<file path="config.mk">
export PLATFORM = sky130hd
export DESIGN_NAME = nvis_pair_cmp
export DESIGN_NICKNAME = d
export VERILOG_FILES = /design/src/nvis_pkg.sv /design/src/nvis_pair_cmp.sv
export SDC_FILE = /design/constraint.sdc
export NUM_CORES = 1
export LEC_CHECK = 0
export ABC_AREA = 1
export BUFFER_PORTS_ARGS = -buffer_cell sky130_fd_sc_hd__buf_2
export CORE_MARGIN = 2
export CORE_UTILIZATION = 40
export DETAILED_ROUTE_END_ITERATION = 12
export PLACE_DENSITY = 0.73
export SYNTH_ARGS = -nofsm -noshare
export SYNTH_HDL_FRONTEND = slang
export SYNTH_SLANG_ARGS = --single-unit
</file>
<file path="constraint.sdc">
create_clock -name vclk -period 3
set_input_delay 0.15 -clock vclk [all_inputs]
set_output_delay 0.15 -clock vclk [all_outputs]
set_load 0.02 [all_outputs]
</file>
<file path="src/nvis_pkg.sv">
// Shared types and codes for the nearest value index search block.
package nvis_pkg;

  localparam logic [1:0] MODE_APPEND = 2'd0;
  localparam logic [1:0] MODE_CLEAR  = 2'd1;
  localparam logic [1:0] MODE_QUERY  = 2'd2;

  localparam logic [1:0] STATUS_OK        = 2'd0;
  localparam logic [1:0] STATUS_NOT_FOUND = 2'd1;
  localparam logic [1:0] STATUS_FULL      = 2'd2;

  localparam int IndexWidth = 8;

  typedef enum logic [1:0] {
    S_IDLE,
    S_FIRST,
    S_SCAN
  } state_t;

  typedef struct packed {
    logic lo;
    logic hi;
    logic eq;
  } pair_hit_t;

endpackage

</file>
<file path="src/nvis_pair_cmp.sv">
// Shared compare unit that tests a query value against one neighboring pair.
module nvis_pair_cmp import nvis_pkg::*; #(
  parameter int VALUE_WIDTH = 32
) (
  input  logic signed [VALUE_WIDTH-1:0] x,
  input  logic signed [VALUE_WIDTH-1:0] v0,
  input  logic signed [VALUE_WIDTH-1:0] v1,
  output pair_hit_t                     hit
);

  logic signed [VALUE_WIDTH:0] sum;
  logic signed [VALUE_WIDTH:0] twice;
  logic                        lt;
  logic                        gt;

  always_comb begin
    sum   = (VALUE_WIDTH + 1)'(v0) + (VALUE_WIDTH + 1)'(v1);
    twice = {x, 1'b0};
    lt    = twice < sum;
    gt    = twice > sum;
    if (v0 < v1) begin
      hit.lo = (x >= v0) && !gt;
      hit.hi = gt && (x <= v1);
    end else begin
      hit.lo = (x <= v0) && !lt;
      hit.hi = lt && (x >= v1);
    end
    hit.eq = (x == v1);
  end

endmodule

</file>
==> results <==
- The mux cell area share after synthesis is 0.
- The critical path is of the in2out type.
- In this run the static leakage power is 4.62 nW.
- Max-cap violations in this run came to 0.
- For this run, the post-layout net count is 1439.
- For this run, design rule violations remaining after detail routing come to 0.
- The total area of multi-input combinational cells is 5510 um2.
- Of the available clock period, the critical path in the final layout requires 1.11.
- The total power divided by cell area is 207 nW/um2.
- For this configuration, the core starts out at a cell density of 0.406.
- Across every metal layer, demand over resource in global routing totals 0.229.
- On the critical path, the stage with the largest delay is an instance of or2_4.
- At the worst endpoint, the required time is around 2900 ps.
- The number of nets in the synthesized netlist is roughly 1200.
- Measured on the finished design, the core utilization comes to 0.632.
- The post-synthesis share of cell area spent on full adders, half adders and majority gates is 0.377.
- The flow ran to the end, but the final reports show violations.
- The portion of the post-synthesis area used by sequential elements is 0.
- The count of fill cells added during filler insertion is approximately 1200.
- The number of diodes is 0.
- The count of placed standard cells including taps is 1342.
- In this run the cell area of the synthesized design comes to between 5000 and 6000 um2.
- The number of standard cells after synthesis is 900.
- Of the total synthesized cell area, the portion taken by XOR and XNOR cells is 0.0341.
- After legalization and detailed placement, the total HPWL measured 14700 um.
- The count of standard-cell rows is 42.
- The number of hold violations in the final report was 0.
- The wire length after detailed routing is between 15000 and 20000 um.
- The synthesized area per cell is 5.96 um2.
- The worst setup path is captured at a primary output.
- The setup-violating endpoint count in the final report is 2.
- The design draws 1.72 mW.
- The final estimated routing congestion in global placement is roughly 0.95.
- From synthesis to final layout, the design area changed by 55.5%.
- Timing analysis after detailed placement gives a worst setup slack of -515 ps.
- Synthesis instantiated 35 different standard cells from the library.
- Using the TritonRoute via totals, the vias-per-cell ratio works out to 4.95.
- The worst endpoint data arrival time is roughly 3200 ps.
- In this run the remaining antenna-violating nets after routing total 0.
- The detailed-route via count is 6709.
- The post-detailed-route wirelength per cell is 13.0 um.
- Summed over all layers, the global routing overflow is 0.
- The detailed router finished its first iteration with 371 violations.
- The die boundary width is 120 um.
- With fillers left out, the area of the finished cells amounts to 8340 um2.
- The final reports fail on negative setup slack.
- The worst pin sits at a relative slew slack of 0.646.
- The wire length of the first global-routing pass is 27700 um.
- In this run the standard cell core region covers between 10000 and 15000 um2.
- The synthesized-area fraction occupied by ao, oa, aoi and oai cells is 0.169.
- The I/O pin count is 99.
- Along the worst path, the maximum fanout reaches 4.
- The max-slew violation count is 0.
- The flip-flop and latch count is 0.
- The storage element area is 0 um2.
- The layout has 0 clock buffers.
- For this run, the detailed router's first-pass iteration total came to 5.
- The startpoint type of the worst setup path is an input pin.
- The cell area reported after detailed placement is 7360 um2.
- VDD sags by at most 97.0 uV.
- The vertical extent of the die is 120 um.
- The critical path's largest stage delay is 250 ps.
- Static timing analysis puts the maximum clock frequency at 0.301 GHz.
- In this run the worst hold path is classified as in2out.
- Of the cells placed in the final design, the portion with a size suffix greater than 1 is 0.375.
- The number of buffer cells added on primary ports is 99.
- The overall die area is roughly 14000 um2.
- In the post-route analysis, the smallest setup slack over all paths is -326 ps.
- The family with the most delay on the worst path is simple AND/OR/NAND/NOR gates.
- The sum of negative setup slack is -615 ps.
- The via count of the first global-routing pass is 6139.
- The finished layout holds 1356 standard cells, fillers aside.
- The simple logic cell fraction of the synthesized area is 0.292.
- The pin slew with the least headroom to its limit is 527 ps.
- The total number of yosys warnings is 0.
- Across all hold checks on the routed design, the worst slack comes to approximately 1000 ps.
- Setup repair after global routing could not meet its margin everywhere.
- The main combinational cell family by area after synthesis is adder cells.
- The initial antenna violation count is 0.
- The smallest clock period supported by the final layout is computed as 3330 ps.
- The buffer and inverter count on the worst path is 5.
- The maximum number of pins on one net before global-route repair is 7.
per-layer routing:
layer	part of all wire	up-vias	GRT usage
li1	-	3479	-
met1	0.46	3008	0.316
met2	0.47	189	0.392
met3	0.053	33	0.0176
met4	0.023	0	0.0426
met5	0	-	0
Yosys cell counts (2+ instances only):
| master | instances | area, um2 |
|---|---|---|
| a21boi_0 | 3 | 22.5 |
| a21o_1 | 3 | 22.5 |
| a21oi_1 | 91 | 455 |
| a21oi_2 | 4 | 35.0 |
| and3_1 | 3 | 18.8 |
| buf_2 | 2 | 10.0 |
| ha_1 | 160 | 2000 |
| inv_1 | 177 | 664 |
| nand2_1 | 212 | 796 |
| nand2_2 | 9 | 56.3 |
| nand3_1 | 33 | 165 |
| nand3_2 | 2 | 20.0 |
| nand4_1 | 9 | 56.3 |
| nor2_1 | 92 | 345 |
| nor3_1 | 11 | 55.1 |
| nor4_1 | 3 | 18.8 |
| o2111ai_1 | 2 | 17.5 |
| o211ai_1 | 2 | 15.0 |
| o21a_1 | 14 | 105 |
| o21ai_0 | 32 | 160 |
| o21ai_2 | 3 | 26.3 |
| o21bai_1 | 2 | 15.0 |
| xor2_1 | 19 | 166 |
worst paths after layout:
path	from	endpoint	slack, ps	depth (start not counted)
max	v1[1]	hit[1]	-330	28
min	x[31]	hit[2]	1050	7
cell families after synthesis:
family,count (synthesis)
AND/OR/NAND/NOR,378
AO/OA/AOI/OAI,160
adder cells (fa/ha/maj),161
XOR/XNOR,20
buffers and inverters,181
tightest hold or removal path, stage by stage:
cell and delay (ps):
buf_2 140, ha_1 190, nand2_1 80, nand3_1 80
nand3_2 60, nand2_2 90, buf_6 110
timing repair:
item | CTS | global route
buffers inserted | 9 | 5
hold buffers | 0 | 0
gates cloned | 0 | 0
gates resized for setup | 60 | 137
pin swaps | 42 | 54
setup endpoints to repair | 2 | 2
cell type report:
type | count | area share
Tap cell | 176 | 0.0264
Timing Repair Buffer | 283 | 0.232
Inverter | 178 | 0.0808
Multi-Input combinational cell | 719 | 0.661
cells in the final DEF (no fill, tap or decap), drive strengths merged, types with 2 or more instances in the layout:
cell,Yosys,layout
and3,3,3
xor2,20,20
a21oi,95,95
nand3,35,35
buf,2,283
a21o,3,3
ha,160,160
o2111ai,2,2
nand2,222,222
nor3,12,12
o21ai,35,35
o211ai,2,2
nor4,3,3
o21a,14,14
nor2,92,92
o21bai,2,2
inv,178,178
a21boi,3,3
nand4,9,9
where the power goes:
group | total, mW | switching (mW) | internal (mW)
sequential | 0 | 0 | 0
combinational | 1.72 | 0.926 | 0.795
clock | 0 | 0 | 0
(Power assumes the default switching activity.)
